## src/hw/rtl/quaternion_multiply_normalize_unit_assert.svh

```systemverilog
// Assertion macros for the quaternion multiply and normalize unit.
`ifndef QUATERNION_MULTIPLY_NORMALIZE_UNIT_ASSERT_SVH
`define QUATERNION_MULTIPLY_NORMALIZE_UNIT_ASSERT_SVH

// The consequent must hold at the edge where the antecedent holds.
`define QMN_ASSERT_IMPL(label, ante, cons) \
	label: assert property (@(posedge clk) disable iff (!arst_n) (ante) |-> (cons)) \
		else $error("qmn assertion failed");

// The consequent must hold at the edge after the antecedent holds.
`define QMN_ASSERT_NEXT(label, ante, cons) \
	label: assert property (@(posedge clk) disable iff (!arst_n) (ante) |=> (cons)) \
		else $error("qmn assertion failed");

`endif

```

## src/hw/rtl/qmn_pkg.sv

```systemverilog
// Shared constants, types and helpers of the quaternion multiply and normalize unit.
package qmn_pkg;

	// Default configuration.
	localparam int FRAC_BITS_DEF  = 14;
	localparam int COMP_WIDTH_DEF = 16;

	// Normalized magnitudes lie in [2^29, 2^30).
	localparam int MAG_BITS    = 30;
	localparam int NORM_TOP    = 29;
	localparam int NSQ_BITS    = 62;
	localparam int ROOT_BITS   = 31;
	localparam int SQRT_STAGES = 31;

	// Pipeline depths of the lane and normalizer sections.
	localparam int LANE_STAGES = 2;
	localparam int NORM_STAGES = 6;

	// Sign pattern of the four terms of each product component (bit k pairs with p[k]).
	typedef logic [3:0] neg_mask_t;
	localparam neg_mask_t NEG_RX = 4'b0100;
	localparam neg_mask_t NEG_RY = 4'b0001;
	localparam neg_mask_t NEG_RZ = 4'b0010;
	localparam neg_mask_t NEG_RW = 4'b0111;

	// Per-word flags that ride alongside the datapath.
	typedef struct packed {
		logic       zero;
		logic [3:0] neg;
	} qmn_flags_t;

	// Right shift applied to each product so that four-term sums fit in 64 bits.
	function automatic int prod_guard(input int cw);
		return ((2 * cw - 2) > 60) ? (2 * cw - 62) : 0;
	endfunction

endpackage

```

## src/hw/rtl/qmn_isqrt.sv

```systemverilog
// Pipelined integer square root, two radicand bits per stage.
module qmn_isqrt (
	input  logic                          clk,
	input  logic [qmn_pkg::NSQ_BITS-1:0]  n,
	output logic [qmn_pkg::ROOT_BITS-1:0] root
);
	import qmn_pkg::*;

	localparam int RMW = ROOT_BITS + 3;

	logic [RMW-1:0]       rem_s  [SQRT_STAGES+1];
	logic [ROOT_BITS-1:0] root_s [SQRT_STAGES+1];
	logic [NSQ_BITS-1:0]  n_s    [SQRT_STAGES+1];

	assign rem_s[0]  = '0;
	assign root_s[0] = '0;
	assign n_s[0]    = n;

	// One root bit per stage, from the top pair of radicand bits down.
	for (genvar k = 0; k < SQRT_STAGES; k++) begin : g_stage
		logic [RMW-1:0] remx;
		logic [RMW-1:0] trial;

		always_comb begin
			remx  = {rem_s[k][RMW-3:0], n_s[k][2*(SQRT_STAGES-1-k)+1 -: 2]};
			trial = RMW'({root_s[k], 2'b01});
		end

		always_ff @(posedge clk) begin
			n_s[k+1] <= n_s[k];
			if (remx >= trial) begin
				rem_s[k+1]  <= remx - trial;
				root_s[k+1] <= {root_s[k][ROOT_BITS-2:0], 1'b1};
			end else begin
				rem_s[k+1]  <= remx;
				root_s[k+1] <= {root_s[k][ROOT_BITS-2:0], 1'b0};
			end
		end
	end

	assign root = root_s[SQRT_STAGES];

endmodule

```

## config.mk

```make
export PLATFORM = sky130hd
export DESIGN_NAME = qmn_isqrt
export DESIGN_NICKNAME = d
export VERILOG_FILES = /design/src/hw/rtl/quaternion_multiply_normalize_unit_assert.svh /design/src/hw/rtl/qmn_pkg.sv /design/src/hw/rtl/qmn_isqrt.sv
export SDC_FILE = /design/constraint.sdc
export NUM_CORES = 2
export LEC_CHECK = 0
export BUFFER_PORTS_ARGS = -buffer_cell sky130_fd_sc_hd__buf_4
export CORE_MARGIN = 2
export CORE_UTILIZATION = 45
export CTS_CLUSTER_DIAMETER = 150
export DETAILED_ROUTE_END_ITERATION = 7
export GPL_TIMING_DRIVEN = 0
export PLACE_DENSITY = 0.61
export SLEW_MARGIN = 5
export SYNTH_ARGS = -nofsm -noshare
export SYNTH_HDL_FRONTEND = slang
export SYNTH_SLANG_ARGS = --single-unit
```

## constraint.sdc

```tcl
create_clock -name clk -period 5.9 [get_ports clk]
set_clock_uncertainty 0.2 [all_clocks]
set_input_delay 0.295 -clock clk [delete_from_list [all_inputs] [get_ports clk]]
set_output_delay 0.295 -clock clk [all_outputs]
set_load 0.01 [all_outputs]
```

==> metrics <==
outcome=completed; pin count of the biggest net entering global routing=18; CP arrival=5.15 ns; Worst IR Drop VDD=0.000406 V; slowest cell on the critical path=a2111oi_2; Slew headroom=6.03%; crit-path max cell delay=1.26 ns; Hold Path Class=reg -> reg; RSZ-0062 raised after global routing=no; core area=188000 sq um; vias in the first global route=57800; predominant post-synthesis flop cell=dfxtp_1; Num CTS Buffers=228; pwr/cell area=435 nW/um^2; Initial DRC Count=3310; Slew Viols, Final=0; mux contribution to synthesized area=1.05%; Syn Area/Cell=10.1 sq um; total power=42900 uW; CP required=6.41 ns; Seq/Total Area, Yosys=54.9%; WP buf/inv=3; largest family of logic cells by synthesized area=simple AND/OR/NAND/NOR gates; CTS max path bufs=3; Worst setup SP type=register; synthesized area=85300 sq um; Sink Count=2340; leakage power=0.0460 uW; crit-path leading delay family=compound AO/OA/AOI/OAI gates; # IOs=94; GR Util All Layers=19.8%; fmax=0.215 GHz; H-tree Lvls=4; # rows=159; final antenna-violating net count=0; Initial Utilization=45.4%; mean routed wirelength per cell=16.8 microns; Worst Path Max Fanout=10; grt total ovfl=0; total of max-cap violations=0; XOR/XNOR Fraction of Synth Area=7.96%; drt total wl=194000 microns; die area=193000 sq um; CP Class=reg -> reg; Non-Filler Instances=11600; DRC=0; syn_nets=8998; Clk Latency, worst-skew pair=0.87 ns; CP Cell Sequence=inv_1, ha_1, nor2b_1, o31a_1, o21ai_1, o21a_1, o21ai_1, a2111oi_2, inv_1, clkbuf_1, nor2_1, a21oi_1; first-pass GRT wire length=309000 microns; Vias/cell=5.07; Slew @ Worst Pin=1.41 ns; TritonCTS clock tree=done; Die Wd=439 microns; Tmin final=4.64 ns; IO buf count=93; flops & latches, synth=2340; part of the cycle the worst path needs=78.7%; adder-cell share of the synthesized area=7.74%; CP Capture Type=register; share of layout cells above drive strength 1=7.06%; clk slew on worst S/H paths=0.06 ns; Setup Fix Bufs, Post-CTS=0; CTS root buffer=clkbuf_16; Synth Area in Compound Gates=12.2%; via count=58600; Mapped Cells=8407; Post-synth ARST share=0%; Syn. warnings=0; Chip Height=439 microns; hpwl dp=150000 microns; fin nets=9447; Layout area overhead=15.6%; Post-synth EDFFs=0; 1st-pass router iterations=7; post-synth cell types=85; simple-gate share of the synthesized area=12.6%; Finish-stage setup viols=0; antenna violations before repair=0; Post-Place Cells=11000; Final Hold Viols=0; setup tns final=0 ns; GP Congestion=0.889
## Yosys cell counts, types with 63 or more instances
cell type	n	share of area, %
inv_1	656	2.9
ha_1	528	7.7
nand2_1	523	2.3
mux2_2	74	0.98
or3_1	78	0.57
nor2_1	608	2.7
nand3_1	131	0.77
nor4_1	118	0.87
clkbuf_1	147	0.65
nor3_1	204	1.2
o21ai_0	399	2.3
xnor2_1	403	4.1
nand4_1	98	0.72
xor2_1	372	3.8
a21oi_1	592	3.5
o21a_1	79	0.70
nand2b_1	92	0.67
dfxtp_1	2340	55
a21o_1	190	1.7
nor2b_1	63	0.46
## routing by layer
layer / track usage (%) / vias to the layer above / share of wire, %
li1: - / 29700 / -
met1: 24.7 / 27400 / 44
met2: 35.0 / 1109 / 49
met3: 2.74 / 361 / 3.6
met4: 6.96 / 0 / 3.2
met5: 0 / - / 0
## worst reg2reg max path, cell delays in order (launching register included)
cell and delay, ns:
dfxtp_1 0.39, inv_1 0.07, ha_1 0.32, nor2b_1 0.16
o31a_1 0.27, o21ai_1 0.40, o21a_1 0.25, o21ai_1 0.15
a2111oi_2 1.26, inv_1 0.39, clkbuf_1 0.42, nor2_1 0.19
a21oi_1 0.08
## sequential cells by signal, summed over array words and instances (netlist names)
signal	cells
g_stage.remx	974
n_s	870
g_stage.trial	465
root	31
## timing repair
item,CTS,global route
hold buffers,125,0
endpoints found under the hold margin,63,0
resized for setup,0,0
## cells by family (layout without fill, tap and decap cells)
kind of cell / Yosys count / count (layout)
adder cells (fa/ha/maj): 528 / 528
buffers and inverters: 816 / 1462
multiplexers: 80 / 80
AO/OA/AOI/OAI: 1683 / 1683
AND/OR/NAND/NOR: 2184 / 2184
other: 1 / 3
XOR/XNOR: 775 / 775
flip-flops: 2340 / 2340
## metrics by stage
step	hold WS (ns)	setup slack, ns	cell area [sq um]	util, %
after floorplan	0.110	2.49	85300	-
after global placement	0.110	1.11	89100	47.4
after detailed placement	0.112	1.10	89100	47.4
after CTS	0.0953	1.05	98600	52.4
after global routing	0.105	0.782	98600	52.4
final	0.0959	1.26	98600	52.4
## final timing paths
| kind | startpoint | endpoint | slack, ns | cells after the start |
|---|---|---|---|---|
| setup / recovery | g_stage[28].trial[2] | g_stage[29].remx[30] | 1.26 | 12 |
| hold / removal | n_s[633] | n_s[571] | 0.1 | 0 |
| setup reg to reg | g_stage[28].trial[2] | g_stage[29].remx[30] | 1.26 | 12 |
| hold reg to reg | n_s[633] | n_s[571] | 0.1 | 0 |
## cell type report
type,instances,area (sq um)
antenna,2,5.00
buffer,158,596
clock buffer,311,6540
clock inverter,116,1650
fill,16800,89400
inverter,658,2470
multi-input combinational,5251,35400
sequential,2340,46800
tap,2495,3120
timing repair buffer,219,1960
## power breakdown
group | switching (uW) | internal, uW | total [uW]
Combinational | 4010 | 3160 | 7170
Sequential | 2010 | 18400 | 20400
Clock | 6190 | 9060 | 15300
## cell usage in the layout (no fill, tap or decap), drive strengths merged, types with 41 or more instances in the layout
master       count
and3            44
xor2           372
nor3           206
xnor2          403
nand2          523
o21bai          46
a31oi           54
clkbuf         458
o21a            79
nor4           120
ha             528
dlygate4sd3    125
a21o           190
inv            674
a211oi          45
o31ai           41
nor2b           63
mux2            74
clkinv          56
nand4           98
or3             78
dfxtp         2340
a21oi          592
buf            105
o21ai          402
nand3          131
nand2b          92
or2             43
nor2           608
or4             42
Power figures use the tool's default switching activity.
