$ cat src/hw/rtl/quaternion_multiply_normalize_unit_assert.svh
// Assertion macros for the quaternion multiply and normalize unit.
`ifndef QUATERNION_MULTIPLY_NORMALIZE_UNIT_ASSERT_SVH
`define QUATERNION_MULTIPLY_NORMALIZE_UNIT_ASSERT_SVH

// The consequent must hold at the edge where the antecedent holds.
`define QMN_ASSERT_IMPL(label, ante, cons) \
	label: assert property (@(posedge clk) disable iff (!arst_n) (ante) |-> (cons)) \
		else $error("qmn assertion failed");

// The consequent must hold at the edge after the antecedent holds.
`define QMN_ASSERT_NEXT(label, ante, cons) \
	label: assert property (@(posedge clk) disable iff (!arst_n) (ante) |=> (cons)) \
		else $error("qmn assertion failed");

`endif

$ cat src/hw/rtl/qmn_pkg.sv
// Shared constants, types and helpers of the quaternion multiply and normalize unit.
package qmn_pkg;

	// Default configuration.
	localparam int FRAC_BITS_DEF  = 14;
	localparam int COMP_WIDTH_DEF = 16;

	// Normalized magnitudes lie in [2^29, 2^30).
	localparam int MAG_BITS    = 30;
	localparam int NORM_TOP    = 29;
	localparam int NSQ_BITS    = 62;
	localparam int ROOT_BITS   = 31;
	localparam int SQRT_STAGES = 31;

	// Pipeline depths of the lane and normalizer sections.
	localparam int LANE_STAGES = 2;
	localparam int NORM_STAGES = 6;

	// Sign pattern of the four terms of each product component (bit k pairs with p[k]).
	typedef logic [3:0] neg_mask_t;
	localparam neg_mask_t NEG_RX = 4'b0100;
	localparam neg_mask_t NEG_RY = 4'b0001;
	localparam neg_mask_t NEG_RZ = 4'b0010;
	localparam neg_mask_t NEG_RW = 4'b0111;

	// Per-word flags that ride alongside the datapath.
	typedef struct packed {
		logic       zero;
		logic [3:0] neg;
	} qmn_flags_t;

	// Right shift applied to each product so that four-term sums fit in 64 bits.
	function automatic int prod_guard(input int cw);
		return ((2 * cw - 2) > 60) ? (2 * cw - 62) : 0;
	endfunction

endpackage

$ cat src/hw/rtl/qmn_lane.sv
// One product lane: four signed multiplies and a signed four-term sum.
module qmn_lane #(
	parameter int COMP_WIDTH = qmn_pkg::COMP_WIDTH_DEF
) (
	input  logic                        clk,
	input  logic signed [COMP_WIDTH-1:0] a [4],
	input  logic signed [COMP_WIDTH-1:0] b [4],
	input  qmn_pkg::neg_mask_t          neg,
	output logic signed [2*COMP_WIDTH-qmn_pkg::prod_guard(COMP_WIDTH)+1:0] sum
);
	import qmn_pkg::*;

	localparam int G  = prod_guard(COMP_WIDTH);
	localparam int PW = 2 * COMP_WIDTH - G;
	localparam int SW = PW + 2;

	logic signed [2*COMP_WIDTH-1:0] full [4];
	logic signed [PW-1:0]           prod_s1 [4];
	logic signed [SW-1:0]           acc;

	// Exact products.
	always_comb begin
		for (int k = 0; k < 4; k++) begin
			full[k] = a[k] * b[k];
		end
	end

	// Register the products after the floor guard shift.
	always_ff @(posedge clk) begin
		for (int k = 0; k < 4; k++) begin
			prod_s1[k] <= PW'(full[k] >>> G);
		end
	end

	// Signed sum of the four terms.
	always_comb begin
		acc = '0;
		for (int k = 0; k < 4; k++) begin
			if (neg[k]) begin
				acc = acc - SW'(prod_s1[k]);
			end else begin
				acc = acc + SW'(prod_s1[k]);
			end
		end
	end

	always_ff @(posedge clk) begin
		sum <= acc;
	end

endmodule

$ cat config.mk
export PLATFORM = sky130hd
export DESIGN_NAME = qmn_lane
export DESIGN_NICKNAME = d
export VERILOG_FILES = /design/src/hw/rtl/quaternion_multiply_normalize_unit_assert.svh /design/src/hw/rtl/qmn_pkg.sv /design/src/hw/rtl/qmn_lane.sv
export SDC_FILE = /design/constraint.sdc
export NUM_CORES = 2
export LEC_CHECK = 0
export ABC_AREA = 0
export BUFFER_PORTS_ARGS = -buffer_cell sky130_fd_sc_hd__buf_2
export CORE_MARGIN = 8
export CORE_UTILIZATION = 45
export DETAILED_ROUTE_END_ITERATION = 8
export PLACE_DENSITY = 0.7
export SETUP_SLACK_MARGIN = 0.2
export SYNTH_ARGS = -nofsm -noshare
export SYNTH_HDL_FRONTEND = slang
export SYNTH_SLANG_ARGS = --single-unit
$ cat constraint.sdc
create_clock -name clk -period 6.9 [get_ports clk]
set_input_delay 1.035 -clock clk [delete_from_list [all_inputs] [get_ports clk]]
set_output_delay 1.035 -clock clk [all_outputs]
set_load 0.005 [all_outputs]
==> impl_metrics.tcl <==
set metrics [dict create \
    synth.avg_cell_area_um2 8.97 \
    ys_async_sr_fraction 0 \
    clkSinkCount 162 \
    fmax_mhz 150 \
    syn_nets 7123 \
    maxSlewViolCount 0 \
    core_um2 109000 \
    grt_remaining_overflow 0 \
    hold_depth 2 \
    numCtsBuffers 17 \
    seq_area_frac_synth 0.0657 \
    die_w_um 347 \
    antenna_found_initial 8 \
    yosysTopAreaCellShare 0.426 \
    holdPathEnd "sum[0]$_DFF_P_" \
    area_growth_pct 13.2 \
    crit_top_cell "buf_4" \
    dp_slack_ns -0.299 \
    route.final.wire_length_mm 121 \
    gp_congestion 0.930 \
    critPathMaxFanout 3 \
    placed_area_um2 54400 \
    fin_util 0.514 \
    antenna_left 0 \
    route.detailed.drc 0 \
    htreeDepth 4 \
    yosys.area.top_type "fa_1" \
    grt_max_degree 35 \
    ioPinCount 167 \
    ctsLongestPathBuffers 2 \
    netlist_area_um2 49400 \
    slowest_delay_ns 0.56 \
    setup_viol 0 \
    dp_cells 7304 \
    min_from "prod_s1[3][0]$_DFF_P_" \
    end_kind "register" \
    drt-pass1-iter-count 7 \
    start_kind "register" \
    grt_setup_unrepaired "true" \
    vias 37949 \
    grt_pass1_vias 40513 \
    cts_tree "built" \
    dieArea_um2 121000 \
    crit_type "register to register" \
    drtIter0Drc 1976 \
    die_y_um 347 \
    port_buffers 166 \
    final_cells 7375 \
    reg2regPathDepth 32 \
    hpwl_mm 105 \
    worstPathArrival_ns 7.11 \
    stdcell_area_um2 55900 \
    nFillCells 9915 \
    drv_cap 0 \
    synthCells 5508 \
    start_util 0.454 \
    grt_pass1_wl_mm 203 \
    grt_usage 0.203 \
    min_period_over_period 0.969 \
    slowest_stage "or4_4" \
    slew_headroom 0.402 \
    yosys_register_bits 162 \
    reg2reg_setup_slack_ns 0.21 \
    hold_viol_final 0 \
    drive_gt1_frac 0.126 \
    synth-edff-count 0 \
    yosysUniqueCellTypes 74 \
    synth_warnings 0 \
    worstReg2RegStart "prod_s1[0][4]$_DFF_P_" \
    skew_ns 0.0140 \
    worstHoldPathType "register to register" \
    wl_per_cell_um 16.4 \
    critical_path_required_ns 7.32 \
    synth_ff_type "dfxtp_1" \
    clk_pin_slew_ns 0.07 \
    insertion_delay_ns 0.47 \
    cts-root-buf "clkbuf_16" \
    tightest_slew_ns 0.897 \
    synth_area_leaders "fa_1, ha_1, inv_1" \
    final_net_count 7560 \
    status "finished, final reports clean" \
    post-route-min-period_ns 6.69 \
    setup_slack_ns 0.213 \
    viasPerCell 5.15 \
    rows 121 \
    reg2reg_to "sum[31]$_DFF_P_" \
]
## final cells by class
class                      instances  area (um^2)  share of cell area
multi-input combinational       4001        41800               0.747
clock buffer                      19          433             0.00774
inverter                        1194         4480              0.0802
clock inverter                    13          144             0.00257
tap                             1414         1770              0.0316
antenna                            3         7.51            0.000134
timing repair buffer             569         4060              0.0726
sequential                       162         3250              0.0581
## per-stage QoR
stage               hold WS (ns)  TNS [ns]
floorplan                  0.529         0
global placement           0.701    -0.316
detailed placement         0.701     -1.29
CTS                        0.726         0
global route               0.783    -0.201
finish                     0.752         0
## metal layers
layer	routed length, um	vias up	track usage
met4	3590	0	0.0601
met2	59100	1025	0.346
li1	-	17691	-
met3	6620	221	0.0330
met1	51300	19012	0.265
met5	0	-	0
## placed cells by master, fill, tap and decap left out, drive strengths merged, types with 13 or more instances in the layout
master	netlist	layout
inv	1194	1201
fa	1051	1051
nand2	662	662
buf	3	569
ha	431	431
and2	412	412
xnor2	302	302
a21oi	214	214
dfxtp	162	162
nor2	160	160
o21ai	100	100
nand2b	82	82
a21o	76	76
nor3	50	50
xor2	47	47
nand3	45	45
o21bai	34	34
a31oi	32	32
o21a	31	31
nor2b	27	27
nor4	22	22
and3	19	19
clkbuf	148	19
o31ai	17	17
or4	16	16
or3	15	15
nand4	14	14
a211oi	13	13
or2	13	13
## cells by family after synthesis
group / share of synthesized area
fa+ha+maj: 0.535
flops: 0.0657
xor+xnor: 0.0624
mux: 0.000836
simple gates: 0.155
compound gates: 0.0782
buf+inv: 0.102
## state kept, by name, summed over array words and instances (netlist names)
signal   count
prod_s1    128
sum         34
## worst max path at each step
stage / from / end / slack (ns)
2_1_floorplan: neg[1] / sum[33]$_DFF_P_ / 0.13
3_3_place_gp: b[17] / prod_s1[2][30]$_DFF_P_ / -0.12
3_5_place_dp: neg[1] / sum[33]$_DFF_P_ / -0.30
4_1_cts: prod_s1[0][5]$_DFF_P_ / sum[30]$_DFF_P_ / 0.20
5_1_grt: prod_s1[0][4]$_DFF_P_ / sum[31]$_DFF_P_ / -0.09
6_report: prod_s1[0][4]$_DFF_P_ / sum[31]$_DFF_P_ / 0.21
## worst max-delay path: cells and delay by family (launching register included)
kind | cells | cell delay (ns)
adders and majority gates | 3 | 0.93
DFF | 1 | 0.34
buffers and inverters | 5 | 0.61
xor gates and xnor gates | 4 | 0.64
AOI/OAI and AO/OA | 11 | 2.03
and+or+nand+nor | 9 | 2.08
## cells in the mapped netlist, types with 4 or more instances
cell type,number
or3_1,15
and2_1,412
o31ai_1,17
o31a_1,6
a21o_1,76
o21bai_1,34
nand2b_1,82
or4_1,15
o21ai_1,25
a211oi_1,13
o211a_1,4
o21a_1,31
nor3_1,49
nand4b_1,4
or2_1,7
a31oi_1,32
o21ai_0,75
clkbuf_1,148
ha_1,431
dfxtp_1,162
nor4_1,20
a41oi_1,4
nand4_1,14
fa_1,1051
o211ai_1,10
a31o_1,6
a21oi_1,214
nand2_1,662
or2_2,6
nor2b_1,27
a211o_1,10
xor2_1,47
nor2_1,160
and3_1,19
o41ai_1,10
xnor2_1,302
nand3_1,45
a311oi_1,6
inv_1,1194
o2111ai_1,5
## repair_timing
action	CTS	global route
endpoints found under the setup margin	6	18
hold buffers	0	0
pin swaps	22	108
endpoints found under the hold margin	0	0
buffers inserted	11	25
gates resized for setup	29	125
Power is not shown: default switching activity piles up to over one toggle a cycle in this logic, so the estimate is an artifact.
