**src/hw/rtl/quaternion_multiply_normalize_unit_assert.svh**
```systemverilog
// Assertion macros for the quaternion multiply and normalize unit.
`ifndef QUATERNION_MULTIPLY_NORMALIZE_UNIT_ASSERT_SVH
`define QUATERNION_MULTIPLY_NORMALIZE_UNIT_ASSERT_SVH

// The consequent must hold at the edge where the antecedent holds.
`define QMN_ASSERT_IMPL(label, ante, cons) \
	label: assert property (@(posedge clk) disable iff (!arst_n) (ante) |-> (cons)) \
		else $error("qmn assertion failed");

// The consequent must hold at the edge after the antecedent holds.
`define QMN_ASSERT_NEXT(label, ante, cons) \
	label: assert property (@(posedge clk) disable iff (!arst_n) (ante) |=> (cons)) \
		else $error("qmn assertion failed");

`endif

```
**src/hw/rtl/qmn_pkg.sv**
```systemverilog
// Shared constants, types and helpers of the quaternion multiply and normalize unit.
package qmn_pkg;

	// Default configuration.
	localparam int FRAC_BITS_DEF  = 14;
	localparam int COMP_WIDTH_DEF = 16;

	// Normalized magnitudes lie in [2^29, 2^30).
	localparam int MAG_BITS    = 30;
	localparam int NORM_TOP    = 29;
	localparam int NSQ_BITS    = 62;
	localparam int ROOT_BITS   = 31;
	localparam int SQRT_STAGES = 31;

	// Pipeline depths of the lane and normalizer sections.
	localparam int LANE_STAGES = 2;
	localparam int NORM_STAGES = 6;

	// Sign pattern of the four terms of each product component (bit k pairs with p[k]).
	typedef logic [3:0] neg_mask_t;
	localparam neg_mask_t NEG_RX = 4'b0100;
	localparam neg_mask_t NEG_RY = 4'b0001;
	localparam neg_mask_t NEG_RZ = 4'b0010;
	localparam neg_mask_t NEG_RW = 4'b0111;

	// Per-word flags that ride alongside the datapath.
	typedef struct packed {
		logic       zero;
		logic [3:0] neg;
	} qmn_flags_t;

	// Right shift applied to each product so that four-term sums fit in 64 bits.
	function automatic int prod_guard(input int cw);
		return ((2 * cw - 2) > 60) ? (2 * cw - 62) : 0;
	endfunction

endpackage

```
**src/hw/rtl/qmn_div.sv**
```systemverilog
// Pipelined rounding divider: (mag * 2^FRAC_BITS + root/2) / root, one quotient bit per stage.
module qmn_div #(
	parameter int FRAC_BITS = qmn_pkg::FRAC_BITS_DEF
) (
	input  logic                          clk,
	input  logic [qmn_pkg::MAG_BITS-1:0]  mag,
	input  logic [qmn_pkg::ROOT_BITS-1:0] root,
	output logic [FRAC_BITS:0]            quo
);
	import qmn_pkg::*;

	localparam int NW = MAG_BITS + FRAC_BITS + 1;
	localparam int QS = FRAC_BITS + 1;

	logic [NW-1:0]        num_s0;
	logic [ROOT_BITS-1:0] den_s0;

	logic [ROOT_BITS-1:0] rem_s [QS+1];
	logic [ROOT_BITS-1:0] den_s [QS+1];
	logic [FRAC_BITS:0]   low_s [QS+1];
	logic [FRAC_BITS:0]   q_s   [QS+1];

	// Rounded numerator.
	always_ff @(posedge clk) begin
		num_s0 <= NW'({mag, {FRAC_BITS{1'b0}}}) + NW'(root >> 1);
		den_s0 <= root;
	end

	// The top numerator bits are already below the divisor.
	assign rem_s[0] = ROOT_BITS'(num_s0[NW-1:FRAC_BITS+1]);
	assign den_s[0] = den_s0;
	assign low_s[0] = num_s0[FRAC_BITS:0];
	assign q_s[0]   = '0;

	// Restoring division steps.
	for (genvar i = 0; i < QS; i++) begin : g_step
		logic [ROOT_BITS:0] remx;
		logic [ROOT_BITS:0] dx;

		always_comb begin
			remx = {rem_s[i], low_s[i][FRAC_BITS-i]};
			dx   = {1'b0, den_s[i]};
		end

		always_ff @(posedge clk) begin
			den_s[i+1] <= den_s[i];
			low_s[i+1] <= low_s[i];
			if (remx >= dx) begin
				rem_s[i+1] <= ROOT_BITS'(remx - dx);
				q_s[i+1]   <= {q_s[i][FRAC_BITS-1:0], 1'b1};
			end else begin
				rem_s[i+1] <= ROOT_BITS'(remx);
				q_s[i+1]   <= {q_s[i][FRAC_BITS-1:0], 1'b0};
			end
		end
	end

	assign quo = q_s[QS];

endmodule

```
**config.mk**
```make
export PLATFORM = sky130hd
export DESIGN_NAME = qmn_div
export DESIGN_NICKNAME = d
export VERILOG_FILES = /design/src/hw/rtl/quaternion_multiply_normalize_unit_assert.svh /design/src/hw/rtl/qmn_pkg.sv /design/src/hw/rtl/qmn_div.sv
export SDC_FILE = /design/constraint.sdc
export NUM_CORES = 2
export LEC_CHECK = 0
export ABC_AREA = 1
export BUFFER_PORTS_ARGS = -buffer_cell sky130_fd_sc_hd__buf_2
export CAP_MARGIN = 15
export CORE_MARGIN = 2
export CORE_UTILIZATION = 35
export DETAILED_ROUTE_END_ITERATION = 8
export SETUP_SLACK_MARGIN = 0.02
export SKIP_LAST_GASP = 1
export SYNTH_ARGS = -nofsm -noshare
export SYNTH_HDL_FRONTEND = slang
export SYNTH_SLANG_ARGS = --single-unit
```
**constraint.sdc**
```tcl
create_clock -name clk -period 2.4 [get_ports clk]
set_input_delay 0.12 -clock clk [delete_from_list [all_inputs] [get_ports clk]]
set_output_delay 0.12 -clock clk [all_outputs]
set_load 0.005 [all_outputs]
```
==> results <==
- Clock skew on the completed layout was measured at 0.0506 ns.
- The routed length per placed instance is 16.8 um.
- In the final layout, the share of cells above drive strength 1 is 0.0971.
- The internal portion of the total power is 56.3 mW.
- The analysis attributes to net switching a power of 50.7 mW.
- Counting distinct cell types in the post-synthesis netlist gives 41.
- The number of instances in the synthesized netlist is 10,300.
- At the end of routability-driven placement, the weighted congestion stood at 0.998.
- The worst-case headroom to the max-slew limit is 0.534.
- The nature of the critical path endpoint is a flop.
- The async set-or-reset flop fraction in the synthesized netlist is 0.
- Counting the buffers created by CTS gives 117.
- The post-synthesis sequential area ratio is 0.328.
- The number of DRC markers after the initial detailed-route iteration is 4,324.
- The combined global-route utilization of all metal layers is 0.234.
- The floorplan step defined a core boundary enclosing 0.182 mm2.
- The clock tree from TritonCTS is done.
- For the pin with the worst max-slew slack, the measured transition is 0.692 ns.
- The net count of the finished layout is 11,400.
- The startpoint of the most critical hold path is mag[21].
- The post-layout utilization of the core is 0.419.
- The number of clock sinks seen by CTS is 1,050.
- The startpoint of the worst-slack reg-to-reg timing path is g_step[6].remx[25]$_DFF_P_.
- CTS built an H-tree with a depth of 3.
- The reg2reg setup slack is 0.06 ns.
- Leaving out fill and tap cells, the most frequent cells in the layout are 4,124 x sky130_fd_sc_hd__nand2_1, 2,151 x sky130_fd_sc_hd__inv_1, 989 x sky130_fd_sc_hd__dfxtp_1.
- The critical path arrival is 3.01 ns.
- Synthesis produced a netlist with a net count of 10,800.
- The most common cell after layout, fill and taps aside is sky130_fd_sc_hd__nand2_1.
- The number of nets with antenna violations after detailed routing is 0.
- The number of antenna violations at the first check in global routing was 9.
- The number of hold violations in the final report is 0.
- Relative to the synthesized area, the layout overhead comes to 19.2%.
- The share of total power dissipated in sequential elements is 0.261.
- The first-pass GRT wire length is 336 mm.
- The row count is 157.
- Clock-pin slew was measured on the worst setup and hold paths at 0.06 ns.
- The synthesized design contains 1,050 register bits.
- The run finished with clean final reports.
- Across the VDD grid, the largest voltage drop is 0.728 mV.
- In this run the critical register-to-register path is captured at g_step[7].remx[11]$_DFF_P_.
- Static timing analysis puts the maximum clock frequency at 0.427 GHz.
- The portion of total power attributed to combinational logic is 0.558.
- The count of buffers from port buffering is 76.
- The later pin in the worst-skew pair is clocked with a latency of 0.78 ns.
- Setup repair after global routing could not meet its margin everywhere.
- For this configuration, the core starts out at a cell density of 0.351.
- The final hold slack is 0.179 ns.
- Using the TritonRoute via totals, the vias-per-cell ratio works out to 4.59.
- Dividing the synthesized area by the synthesized cell count gives 6.24 um2.
- The total routed wirelength is 224 mm.
- The worst hold path belongs to the class in -> reg.
- The residual DRC count is 0.
- The number of maximum-capacitance violations is 0.
- The maximum clock insertion buffer count is 3.
- Detailed routing inserted a total of 61,300 vias.
- Summed over all cells, the static leakage comes to 44.4 nW.
- The start-to-end type of the worst setup path is reg -> reg.
- The die covers 0.187 mm2.
- The final worst-path cycle share is 0.976.
- The largest net degree at the start of global routing is 31.
- The via count of the first global-routing pass was 58,500.
- The switching power share of the total is 0.474.
- Pin placement for this block handled 77 I/O pins.
- Yosys mapped a number of flops with a built-in enable equal to 0.
- The first TritonRoute pass finished after 6 iterations.
- Setup violations remaining at the end of the flow were counted as 0.
- The remaining global-route overflow is 0.
- The origin of the worst setup path is g_step[6].remx[25]$_DFF_P_.
- Dividing total power by cell area gives a power density of 1400 mW/mm2.
- The mapped cell area is 0.0641 mm2.
- Among all flip-flop cells after synthesis, the most frequent one is sky130_fd_sc_hd__dfxtp_1.
- Along the worst path, the maximum fanout reaches 13.
- The worst path in the final design needs a cycle of 2.34 ns, including I/O delays and setup.
- The clock network power share is 0.180.
- The startpoint kind of the worst setup timing path is a flop.
- The HPWL after detailed placement is 186 mm.
- Data on the critical path is required at its endpoint by 3.07 ns.
- The overall die width is 432 um.
- CTS placed an instance of sky130_fd_sc_hd__clkbuf_16 at the clock tree root.
- The y dimension of the die is 432 um.
- The total of warnings raised by yosys is 0.
- The number of slew-limit violations in the final report is 0.
- The cell count of the worst reg-to-reg path is 11.
- The critical path capture point is g_step[7].remx[11]$_DFF_P_.
[final cells by class]
cell class,count,area [um2]
inverter,2222,8420
tap,2385,2980
clock buffer,152,3270
sequential,1050,21100
timing repair buffer,553,4980
fill,19400,106000
multi-input combinational,6902,34700
clock inverter,67,932
timing repair inverter,7,61.3
antenna,4,10.0
[worst max-delay path: stages (launching register included)]
cell	delay, ns
sky130_fd_sc_hd__dfxtp_1	0.55
sky130_fd_sc_hd__ha_2	0.42
sky130_fd_sc_hd__a21oi_1	0.21
sky130_fd_sc_hd__nor2_1	0.09
sky130_fd_sc_hd__o21ai_1	0.13
sky130_fd_sc_hd__nand2_1	0.07
sky130_fd_sc_hd__nor2_1	0.18
sky130_fd_sc_hd__nand2_4	0.11
sky130_fd_sc_hd__inv_4	0.13
sky130_fd_sc_hd__buf_12	0.17
sky130_fd_sc_hd__nand2_2	0.05
sky130_fd_sc_hd__nand2_1	0.12
[what timing repair did]
item | CTS | global route
resized for setup | 38 | 294
hold endpoints to repair | 62 | 0
setup buffers | 1 | 17
cloned | 0 | 20
hold buffers | 105 | 0
setup endpoints to repair | 194 | 429
pin swaps | 0 | 24
[power by group through the flow]
| stage | clock network (mW) | logic (mW) | registers (mW) |
|---|---|---|---|
| 2_1_floorplan | 0 | 40.0 | 25.0 |
| 3_3_place_gp | 0 | 55.8 | 28.5 |
| 3_5_place_dp | 0 | 56.1 | 28.4 |
| 4_1_cts | 19.8 | 56.7 | 28.1 |
| 5_1_grt | 20.5 | 67.4 | 28.3 |
| 6_report | 19.3 | 59.7 | 28.0 |
[synthesized netlist by cell type (2+ instances only)]
cell / number / area share
sky130_fd_sc_hd__a21o_1: 2 / 0.00023
sky130_fd_sc_hd__a21oi_1: 263 / 0.021
sky130_fd_sc_hd__a21oi_2: 6 / 0.00082
sky130_fd_sc_hd__and2_1: 33 / 0.0032
sky130_fd_sc_hd__and3_1: 17 / 0.0017
sky130_fd_sc_hd__buf_1: 2 / 0.00012
sky130_fd_sc_hd__buf_2: 56 / 0.0044
sky130_fd_sc_hd__buf_4: 18 / 0.0021
sky130_fd_sc_hd__buf_6: 23 / 0.0040
sky130_fd_sc_hd__buf_8: 3 / 0.00070
sky130_fd_sc_hd__clkinv_1: 4 / 0.00023
sky130_fd_sc_hd__dfxtp_1: 1050 / 0.33
sky130_fd_sc_hd__fa_1: 15 / 0.0047
sky130_fd_sc_hd__ha_1: 481 / 0.094
sky130_fd_sc_hd__inv_1: 2165 / 0.13
sky130_fd_sc_hd__inv_2: 53 / 0.0031
sky130_fd_sc_hd__nand2_1: 4162 / 0.24
sky130_fd_sc_hd__nand2_2: 57 / 0.0056
sky130_fd_sc_hd__nand2_4: 4 / 0.00070
sky130_fd_sc_hd__nand3_1: 663 / 0.052
sky130_fd_sc_hd__nand3b_1: 44 / 0.0052
sky130_fd_sc_hd__nand4_1: 102 / 0.010
sky130_fd_sc_hd__nor2_1: 592 / 0.035
sky130_fd_sc_hd__nor2_2: 15 / 0.0015
sky130_fd_sc_hd__nor2_4: 21 / 0.0037
sky130_fd_sc_hd__nor3_1: 61 / 0.0048
sky130_fd_sc_hd__nor3_2: 4 / 0.00062
sky130_fd_sc_hd__nor4_1: 2 / 0.00020
sky130_fd_sc_hd__o21a_1: 3 / 0.00035
sky130_fd_sc_hd__o21ai_0: 43 / 0.0034
sky130_fd_sc_hd__o21ai_1: 12 / 0.00094
sky130_fd_sc_hd__o21bai_1: 44 / 0.0052
sky130_fd_sc_hd__or2_0: 9 / 0.00088
sky130_fd_sc_hd__or2_1: 4 / 0.00039
sky130_fd_sc_hd__or2_2: 27 / 0.0026
sky130_fd_sc_hd__xnor2_1: 5 / 0.00068
sky130_fd_sc_hd__xor2_1: 208 / 0.028
[state kept, by name, summed over array words and instances (netlist names)]
signal / cells
den_s: 343
num_s0: 31
quo: 15
den_s0: 31
q_s: 105
low_s: 91
g_step.remx: 434
[cell families after synthesis]
logic type      Yosys count  share of synthesized area
flops                  1050                      0.328
compound gates          374                     0.0315
simple gates           5819                      0.371
fa+ha+maj               496                     0.0986
xor+xnor                213                     0.0291
buf+inv                2325                      0.142
[worst min path at each step]
stage | end | slack, ns | depth (start not counted)
final | num_s0[35]$_DFF_P_ | 0.18 | 4
after global placement | den_s0[13]$_DFF_P_ | 0.22 | 1
after floorplan | den_s0[0]$_DFF_P_ | 0.15 | 0
after detailed placement | den_s0[11]$_DFF_P_ | 0.22 | 1
after CTS | num_s0[14]$_DFF_P_ | 0.11 | 3
after global routing | num_s0[14]$_DFF_P_ | 0.13 | 3
[per-layer routing]
metal  part of all wire  vias up  routed length [um]  global-route usage
li1                   -    31900                   -                   -
met1               0.43    27400               95900               0.285
met2               0.48     1560              107000               0.413
met3              0.047      411               10500              0.0258
met4              0.047        2               10600               0.102
met5           0.000031        -                   7                   0
[per-stage QoR]
step	setup WS [ns]	power (mW)	instance area, um2	setup TNS (ns)	std cells
after floorplan	0.324	65.0	64100	0	10300
after global placement	-0.632	84.3	69500	-7.54	13000
after detailed placement	-0.618	84.5	69500	-11.26	13000
after CTS	0.0218	105	74900	0	13300
after global routing	-0.0171	116	76400	-0.0933	13300
final	0.0584	107	76400	0	13300
No activity file was read; power rests on OpenSTA's default activity.
